### config.mk
export PLATFORM = sky130hd
export DESIGN_NAME = dsu_ctrl
export DESIGN_NICKNAME = d
export VERILOG_FILES = /design/src/hdl/dsu_pkg.sv /design/src/hdl/dsu_ctrl.sv
export SDC_FILE = /design/constraint.sdc
export NUM_CORES = 1
export LEC_CHECK = 0
export BUFFER_PORTS_ARGS = -buffer_cell sky130_fd_sc_hd__buf_2
export CORE_MARGIN = 2
export CORE_UTILIZATION = 51
export DETAILED_ROUTE_END_ITERATION = 8
export PLACE_DENSITY = 0.77
export SYNTH_ARGS = -nofsm -noshare
export SYNTH_HDL_FRONTEND = slang
export SYNTH_SLANG_ARGS = --single-unit
### constraint.sdc
create_clock -name aclk -period 3.4 [get_ports aclk]
set_input_delay 0.34 -clock aclk [delete_from_list [all_inputs] [get_ports aclk]]
set_output_delay 0.34 -clock aclk [all_outputs]
set_load 0.01 [all_outputs]
### src/hdl/dsu_pkg.sv
// Shared types and constants for the disjoint-set union engine.
// No dependencies; imported by dsu_ctrl, the top level and the bench.
package dsu_pkg;

    localparam int NODES_DEF = 1024;
    localparam int NODE_W    = 10;
    localparam int SIZE_W    = 11;

    localparam logic OP_JOIN  = 1'b0;
    localparam logic OP_CLEAR = 1'b1;

    typedef struct packed {
        logic              merged;
        logic [NODE_W-1:0] result_root;
        logic [SIZE_W-1:0] set_size;
        logic [SIZE_W-1:0] largest_size;
    } dsu_res_t;

endpackage

### src/hdl/dsu_ctrl.sv
// Sequencer of the disjoint-set union engine: clearing sweep, index reduction,
// root walks with path halving, union by size. Drives both table RAMs.
// Depends on dsu_pkg.
module dsu_ctrl #(
    parameter int NODES = dsu_pkg::NODES_DEF
) (
    input  logic                             aclk,
    input  logic                             aresetn,
    input  logic                             s_valid,
    output logic                             s_ready,
    input  logic                             opcode,
    input  logic [dsu_pkg::NODE_W-1:0]       node_a,
    input  logic [dsu_pkg::NODE_W-1:0]       node_b,
    output logic                             res_valid,
    input  logic                             res_ready,
    output dsu_pkg::dsu_res_t                res,
    output logic                             pa_we,
    output logic [$clog2(NODES)-1:0]         pa_waddr,
    output logic [$clog2(NODES)-1:0]         pa_wdata,
    output logic [$clog2(NODES)-1:0]         pa_raddr,
    input  logic [$clog2(NODES)-1:0]         pa_rdata,
    output logic                             sz_we,
    output logic [$clog2(NODES)-1:0]         sz_waddr,
    output logic [$clog2(NODES):0]           sz_wdata,
    output logic [$clog2(NODES)-1:0]         sz_raddr,
    input  logic [$clog2(NODES):0]           sz_rdata
);

    import dsu_pkg::*;

    localparam int IW = $clog2(NODES);
    localparam int SW = IW + 1;
    localparam int RW = (IW > NODE_W) ? IW : NODE_W;
    localparam bit NODES_POW2 = ((NODES & (NODES - 1)) == 0);
    localparam logic [RW:0]   NODES_W   = (RW + 1)'(NODES);
    localparam logic [RW-1:0] NODE_MASK = RW'(NODES - 1);
    localparam logic [IW-1:0] LAST_NODE = IW'(NODES - 1);

    typedef enum logic [3:0] {
        ST_SWEEP, ST_IDLE, ST_REDUCE, ST_RD_N, ST_CHK_P, ST_CHK_G, ST_WR,
        ST_SZ_A, ST_SZ_B, ST_MERGE, ST_RESULT
    } state_t;

    state_t        state_reg;
    logic [IW-1:0] cnt_reg;
    logic          clr_pend_reg;
    logic          phase_reg;
    logic [RW-1:0] a_reg;
    logic [RW-1:0] b_reg;
    logic [IW-1:0] cur_reg;
    logic [IW-1:0] nxt_reg;
    logic [IW-1:0] ra_reg;
    logic [IW-1:0] rb_reg;
    logic [SW-1:0] sa_reg;
    logic [SW-1:0] largest_reg;
    dsu_res_t      res_reg;

    logic [RW-1:0] a_load;
    logic [RW-1:0] b_load;
    logic          found;
    logic [IW-1:0] found_node;
    logic          distinct;
    logic [IW-1:0] top_node;
    logic [IW-1:0] low_node;
    logic [SW-1:0] sum_size;
    logic [SW-1:0] out_size;
    logic [SW-1:0] largest_next;
    logic [31:0]   root_w;
    logic [31:0]   size_w;
    logic [31:0]   largest_w;
    dsu_res_t      merge_res;

    assign s_ready   = (state_reg == ST_IDLE);
    assign res_valid = (state_reg == ST_RESULT);
    assign res       = res_reg;

    assign a_load = NODES_POW2 ? (RW'(node_a) & NODE_MASK) : RW'(node_a);
    assign b_load = NODES_POW2 ? (RW'(node_b) & NODE_MASK) : RW'(node_b);

    always_comb begin
        found      = 1'b0;
        found_node = cur_reg;
        if (state_reg == ST_CHK_P && pa_rdata == cur_reg) begin
            found = 1'b1;
        end else if (state_reg == ST_CHK_G && pa_rdata == nxt_reg) begin
            found      = 1'b1;
            found_node = nxt_reg;
        end
    end

    always_comb begin
        distinct = (ra_reg != rb_reg);
        if (sa_reg > sz_rdata) begin
            top_node = ra_reg;
            low_node = rb_reg;
        end else begin
            top_node = rb_reg;
            low_node = ra_reg;
        end
        if (!distinct) begin
            top_node = ra_reg;
        end
        sum_size     = sa_reg + sz_rdata;
        out_size     = distinct ? sum_size : sa_reg;
        largest_next = (distinct && sum_size > largest_reg) ? sum_size : largest_reg;
        root_w       = 32'(top_node);
        size_w       = 32'(out_size);
        largest_w    = 32'(largest_next);
        merge_res.merged       = distinct;
        merge_res.result_root  = root_w[NODE_W-1:0];
        merge_res.set_size     = size_w[SIZE_W-1:0];
        merge_res.largest_size = largest_w[SIZE_W-1:0];
    end

    always_comb begin
        pa_raddr = cur_reg;
        pa_we    = 1'b0;
        pa_waddr = nxt_reg;
        pa_wdata = pa_rdata;
        sz_raddr = ra_reg;
        sz_we    = 1'b0;
        sz_waddr = top_node;
        sz_wdata = sum_size;
        unique case (state_reg)
            ST_SWEEP: begin
                pa_we    = 1'b1;
                pa_waddr = cnt_reg;
                pa_wdata = cnt_reg;
                sz_we    = 1'b1;
                sz_waddr = cnt_reg;
                sz_wdata = SW'(1);
            end
            ST_CHK_P, ST_CHK_G: begin
                pa_raddr = pa_rdata;
            end
            ST_WR: begin
                pa_we = 1'b1;
            end
            ST_SZ_B: begin
                sz_raddr = rb_reg;
            end
            ST_MERGE: begin
                pa_we    = distinct;
                pa_waddr = low_node;
                pa_wdata = top_node;
                sz_we    = distinct;
            end
            default: begin
            end
        endcase
    end

    always_ff @(posedge aclk) begin
        if (!aresetn) begin
            state_reg    <= ST_SWEEP;
            cnt_reg      <= '0;
            clr_pend_reg <= 1'b0;
            phase_reg    <= 1'b0;
            largest_reg  <= SW'(1);
        end else begin
            unique case (state_reg)
                ST_SWEEP: begin
                    if (cnt_reg == LAST_NODE) begin
                        cnt_reg      <= '0;
                        largest_reg  <= SW'(1);
                        clr_pend_reg <= 1'b0;
                        if (clr_pend_reg) begin
                            res_reg.merged       <= 1'b0;
                            res_reg.result_root  <= '0;
                            res_reg.set_size     <= SIZE_W'(1);
                            res_reg.largest_size <= SIZE_W'(1);
                            state_reg            <= ST_RESULT;
                        end else begin
                            state_reg <= ST_IDLE;
                        end
                    end else begin
                        cnt_reg <= cnt_reg + IW'(1);
                    end
                end
                ST_IDLE: begin
                    if (s_valid) begin
                        if (opcode == OP_CLEAR) begin
                            clr_pend_reg <= 1'b1;
                            state_reg    <= ST_SWEEP;
                        end else begin
                            a_reg     <= a_load;
                            b_reg     <= b_load;
                            state_reg <= ST_REDUCE;
                        end
                    end
                end
                ST_REDUCE: begin
                    if ({1'b0, a_reg} >= NODES_W) begin
                        a_reg <= a_reg - NODES_W[RW-1:0];
                    end else if ({1'b0, b_reg} >= NODES_W) begin
                        b_reg <= b_reg - NODES_W[RW-1:0];
                    end else begin
                        cur_reg   <= a_reg[IW-1:0];
                        phase_reg <= 1'b0;
                        state_reg <= ST_RD_N;
                    end
                end
                ST_RD_N: begin
                    state_reg <= ST_CHK_P;
                end
                ST_CHK_P, ST_CHK_G: begin
                    if (found) begin
                        if (!phase_reg) begin
                            ra_reg    <= found_node;
                            cur_reg   <= b_reg[IW-1:0];
                            phase_reg <= 1'b1;
                            state_reg <= ST_RD_N;
                        end else begin
                            rb_reg    <= found_node;
                            state_reg <= ST_SZ_A;
                        end
                    end else if (state_reg == ST_CHK_P) begin
                        nxt_reg   <= pa_rdata;
                        state_reg <= ST_CHK_G;
                    end else begin
                        state_reg <= ST_WR;
                    end
                end
                ST_WR: begin
                    cur_reg   <= nxt_reg;
                    state_reg <= ST_RD_N;
                end
                ST_SZ_A: begin
                    state_reg <= ST_SZ_B;
                end
                ST_SZ_B: begin
                    sa_reg    <= sz_rdata;
                    state_reg <= ST_MERGE;
                end
                ST_MERGE: begin
                    res_reg     <= merge_res;
                    largest_reg <= largest_next;
                    state_reg   <= ST_RESULT;
                end
                ST_RESULT: begin
                    if (res_ready) begin
                        state_reg <= ST_IDLE;
                    end
                end
                default: begin
                    state_reg <= ST_IDLE;
                end
            endcase
        end
    end

    a_no_self_link: assert property (@(posedge aclk) disable iff (!aresetn)
        (pa_we && state_reg != ST_SWEEP) |-> (pa_waddr != pa_wdata))
        else $error("parent write would make a non-root point at itself");

    a_size_nonzero: assert property (@(posedge aclk) disable iff (!aresetn)
        sz_we |-> (sz_wdata != '0))
        else $error("size table written with zero");

    a_largest_mono: assert property (@(posedge aclk) disable iff (!aresetn)
        ($past(aresetn) && $past(state_reg) != ST_SWEEP) |-> (largest_reg >= $past(largest_reg)))
        else $error("largest set size shrank outside a clear");

    a_idle_no_result: assert property (@(posedge aclk) disable iff (!aresetn)
        (res_valid && res_ready) |=> s_ready)
        else $error("no return to idle after result transfer");

endmodule

Word-level counts from Yosys, hierarchy flattened
Cells that the tools add are included.

Flip-flop bits (word level): 131. Bits of input ports: 46. Output and inout port bits: 98. Logic and storage cells: 107.

$add $sub $neg: 2. Magnitude comparators: 2. Equal/unequal tests: 21. Mux-type cells: 41. Bitwise gates (word level): 3. Reductions and logical operators: 22.

Operators by type and width (count): 2-to-1 mux 10 bit (11); 2-to-1 mux 33 bit (2); case mux 33 bit (2 select lines) (1); 2-to-1 mux 11 bit (4); case mux 10 bit (2 select lines) (2); case mux 4 bit (9 select lines) (1); case mux 10 bit (3 select lines) (1); AND reduction 4 bit (7); greater-than comparator 11 bit (2); case mux 11 bit (2 select lines) (1); equality test 10 bit (2); 2-to-1 mux 4 bit (5); equality test 4 x 3 -> 1 bit (second input constant) (4); equality test 4 bit (second input constant) (3); adder 11 bit (1); adder 10 x 1 -> 10 bit (second input constant) (1); equality test 10 bit (second input constant) (1); != test 10 bit (1); != test 2 bit (second input constant) (5); equality test 4 x 2 -> 1 bit (second input constant) (2); case mux 1 bit (2 select lines) (4); 2-to-1 mux 1 bit (6); AND reduction 2 bit (3); nonzero test 2 bit (3); other kinds (10) (18).

Depth between registers and ports, before layout
Depth in word-level cells: 6. Gate-level depth with buffers: 17. Mapped depth without buffers: 16.

Worst setup path after synthesis
No wires, ideal clock.

Path type: register to register. Start point: reg sa_reg[5]. End point: reg res_reg, in the netlist res[0] (data pin). Library setup time: 0.268 ns. Arrival: 3.504 ns. Required time: 3.132 ns. Setup slack: -0.372 ns. Stages on the path, launching flop included: 16. Path buffers: 1. Period minus slack after synthesis: 3.772 ns. Cell sequence: edfxtp_1 > ha_1 > or3_1 > a31oi_1 > o21ai_0 > nor4b_1 > nor3_1 > inv_1 > ha_1 > nand4_1 > a211oi_1 > a2111oi_2 > nor3_1 > buf_2 > mux2i_1 > nand2_1.

Cells in the longest elaborated chain, start to end: 5.

RTL lines: start, declared (RTL line dsu_ctrl.sv:54) `logic [SW-1:0] sa_reg;`; start signal, assigned (RTL line dsu_ctrl.sv:232) `sa_reg <= sz_rdata;`; adder 11 bit (RTL line dsu_ctrl.sv:103) `sum_size = sa_reg + sz_rdata;`; greater-than comparator 11 bit (RTL line dsu_ctrl.sv:105) `largest_next = (distinct && sum_size > largest_reg) ? sum_size : largest_reg;`; logical AND 1 bit (RTL line dsu_ctrl.sv:105); 2-to-1 mux 11 bit (RTL line dsu_ctrl.sv:105); case mux 33 bit (2 select lines) (RTL line dsu_ctrl.sv:161) `unique case (state_reg)`; end signal, assigned (RTL line dsu_ctrl.sv:236) `res_reg <= merge_res;`; end, declared (RTL line dsu_ctrl.sv:56) `dsu_res_t res_reg;`.

No other way between the ends. A chain may end at the register's enable or synchronous reset.

Final worst setup path
Start point: reg sa_reg[1]. End point: reg largest_reg[5].

Cells in the longest elaborated chain, start to end: 5.

RTL lines: adder 11 bit (*) (RTL line dsu_ctrl.sv:103); greater-than comparator 11 bit (RTL line dsu_ctrl.sv:105); logical AND 1 bit (RTL line dsu_ctrl.sv:105); 2-to-1 mux 11 bit (*) (RTL line dsu_ctrl.sv:105); case mux 11 bit (2 select lines) (*) (RTL line dsu_ctrl.sv:161); end signal, assigned (RTL line dsu_ctrl.sv:237) `largest_reg <= largest_next;`; end, declared (RTL line dsu_ctrl.sv:55) `logic [SW-1:0] largest_reg;`.

Mark *: on every way between the ends. The rest lies on a longest branch, timed or not.

==> parameters.txt <==
Parameter                              Value

Outcome
  Run status    complete, but fails checks
  Violations in the final reports    setup timing

Cells and area
  Final standard cell utilization of the core    0.698
  Area taken by multi-input logic gates    0.00430 sq mm
  Sequential cell area    0.00366 sq mm
  Max reg flops    33
  Number of nets in the final layout    1096
  Share of cells above drive strength 1    0.372
  Count of filler cells inserted in the layout    1021
  Final Non-Filler Cells    1218
  Layout overhead on the synthesized area    34.3%

Floorplan
  Effective utilization at floorplan    0.520
  Die span in x    128 microns
  Number of I/O pins    144
  Total number of placement rows    45
  Full die area    0.0164 sq mm
  Chip Height    128 microns
  Core box area    0.0151 sq mm

Critical path
  Critical Path AT    4.13 ns
  Worst-path maximum fanout    8
  Critical path type    flop to flop
  Register-to-register setup slack    -0.36 ns
  Kind of launch point of the worst setup path    flop
  Data required, critical path    3.76 ns
  CP Capture Type    flop

Timing
  Setup repair after global routing missed its margin    yes
  Hold violation count in the final report    0
  Final number of setup-violating endpoints    22
  Highest clock rate    266 MHz
  Total count of max-transition violations in the final report    0
  Final period util    1.11
  PnR worst setup slack    -0.364 ns
  Clock skew after layout    0.00876 ns
  Final-layout setup total negative slack    -7.23 ns
  Worst-margin pin slew    0.823 ns
  Hold WS    0.0790 ns
  Final critical path time including I/O delays and setup    3.76 ns
  Headroom to the max-slew limit    0.451

Global route
  Overall global routing resource usage    0.281
  Antenna violations before repair    1
  Via count of the first global-routing pass    6720
  Pin count of the biggest net entering global routing    34
  First-pass GRT wire length    35.4 mm
  Total congestion overflow after global routing    0

Yosys
  Top post-synthesis cells by area    edfxtp_1 40%, dfxtp_1 6.9%, ha_1 5.2%, nor2_1 3.9%, nand2_1 3.8%
  Post-synth net total    870
  Flop and latch count out of synthesis    131
  Post-synth EDFFs    104
  Count of unique library cells instantiated by Yosys    66
  Mapped Avg Cell Area    9.96 sq um
  Count of synthesis-stage warnings from yosys    0
  Top cell type's share of synthesized area    0.397
  Fraction of registers with async set or reset after synthesis    0
  Sequential-to-total area share from yosys stat    0.466
  Library cell occupying the most area in the post-synthesis netlist    edfxtp_1
  Most numerous cell types in the synthesized netlist    104 x edfxtp_1, 81 x nor2_1, 79 x nand2_1
  Commonest register cell after synthesis    edfxtp_1
  Most frequently used cell type in the post-synthesis netlist    edfxtp_1
  Synthesized netlist cell count    790
  Post-synthesis cell area    0.00787 sq mm

Detailed routing
  Via density per instance    5.97
  Remaining DRCs    0
  Number of detailed-route iterations in the first pass    6
  Drt total wl    23.6 mm
  Remaining antenna violation count after routing    0
  Via count    7274
  Average routed wire per standard cell    19.4 microns
  Number of DRC violations after detailed-routing iteration 0    947

Clock network
  # clock sinks    131
  Reg clk slew, reported paths    0.06 ns
  H-tree levels    4
  Number of clock buffers inserted by TritonCTS    17
  Clk root buf    clkbuf_16
  Maximum clock path buffer count    2
  Clock tree from TritonCTS    yes
  Clock Latency Late Sink    0.43 ns

Placement
  Total instance count after detailed placement    1158
  Detailed placer's ending HPWL    16.3 mm
  Port-buffer cells    143
  Final RePlAce weighted congestion    0.937

Power and ir drop
  Worst IR drop on VDD    332 uV
  Power per Cell Area    381 mW/mm^2
  Leak pwr    0.00429 uW

Min path
  Worst min-delay path class    primary input to flop

Run
  Maximum capacitance violations    0
## critical path: stages (launching register included)
cell and delay, ns:
edfxtp_1 0.43, buf_6 0.13, inv_2 0.04, fa_2 0.36, o21ba_4 0.21, o21ba_4 0.21, a21o_1 0.16, a211o_1 0.34
inv_2 0.09, ha_4 0.20, buf_6 0.11, a211oi_4 0.24, nor2_2 0.08, a2111oi_4 0.31, buf_4 0.18, nor4_4 0.04
buf_12 0.17, mux2_4 0.30, nor2_2 0.08
## through the flow
stage / power, uW / instance area, sq um / worst slack (ns)
global placement: 2090 / 9410 / -0.759
global route: 4130 / 10600 / -0.499
finish: 4020 / 10600 / -0.364
floorplan: 1950 / 8010 / -0.179
detailed placement: 2100 / 9410 / -0.945
CTS: 3960 / 10300 / -0.293
## cell type report
cell class / count / area share
Antenna cell: 1 / 0.000237
Clock buffer: 17 / 0.0403
Clock inverter: 15 / 0.0150
Inverter: 44 / 0.0156
Multi-Input combinational cell: 570 / 0.407
Sequential cell: 131 / 0.347
Tap cell: 188 / 0.0223
Timing Repair Buffer: 252 / 0.153
## power breakdown
group / total [uW] / switching (uW) / internal [uW]
clock: 1840 / 801 / 1040
combinational: 457 / 243 / 214
sequential: 1720 / 5.83 / 1720
## path summary, 6_finish.rpt
path / startpoint / to / depth (start not counted)
max: sa_reg[1] / largest_reg[5] / 18
min: node_b[1] / b_reg[1] / 1
max reg2reg: sa_reg[1] / largest_reg[5] / 18
min reg2reg: phase_reg / phase_reg / 2
## cells by family (layout without fill, tap and decap cells)
logic type | count (synthesis) | count (layout) | synth area share
multiplexers | 40 | 40 | 0.0552
XOR/XNOR | 43 | 43 | 0.0479
AND/OR/NAND/NOR | 276 | 277 | 0.173
buffers and inverters | 90 | 328 | 0.0475
AO/OA/AOI/OAI | 176 | 176 | 0.156
adder cells (fa/ha/maj) | 34 | 34 | 0.0550
other | 0 | 1 | 0
flip-flops | 131 | 131 | 0.466
## cell usage in the layout (no fill, tap or decap), types with 9 or more instances in the layout
| master | netlist | final |
|---|---|---|
| buf_2 | 11 | 143 |
| edfxtp_1 | 104 | 104 |
| buf_4 | 2 | 97 |
| nand2_1 | 79 | 78 |
| nor2_1 | 81 | 67 |
| inv_1 | 44 | 41 |
| a21oi_1 | 42 | 40 |
| xor2_1 | 27 | 27 |
| dfxtp_1 | 27 | 27 |
| ha_1 | 33 | 24 |
| mux2_2 | 23 | 23 |
| nand2b_1 | 21 | 21 |
| clkbuf_16 | 0 | 19 |
| nand3_1 | 18 | 18 |
| o21ai_0 | 22 | 17 |
| xnor2_1 | 16 | 15 |
| nor3_1 | 18 | 13 |
| o31ai_1 | 13 | 13 |
| mux2i_1 | 13 | 13 |
| nand4_1 | 11 | 11 |
| a211oi_1 | 22 | 11 |
| o22ai_1 | 11 | 10 |
| a31oi_1 | 11 | 10 |
| a211oi_2 | 0 | 10 |
| nor2_4 | 0 | 9 |
## repair_timing
| action | 4_1_cts | 5_1_grt |
|---|---|---|
| gates resized for setup | 38 | 33 |
| gates cloned | 1 | 2 |
| pin swaps | 22 | 19 |
| buffers inserted | 16 | 9 |
| hold buffers | 0 | 0 |
| endpoints found under the setup margin | 36 | 51 |
## routing by layer
metal	GRT usage	vias to the layer above	part of all wire
met4	0.111	0	0.033
met2	0.433	423	0.46
met3	0.0609	64	0.086
li1	-	3347	-
met5	0	-	0
met1	0.388	3440	0.42
Note: power is estimated with default switching activity, not from simulation.
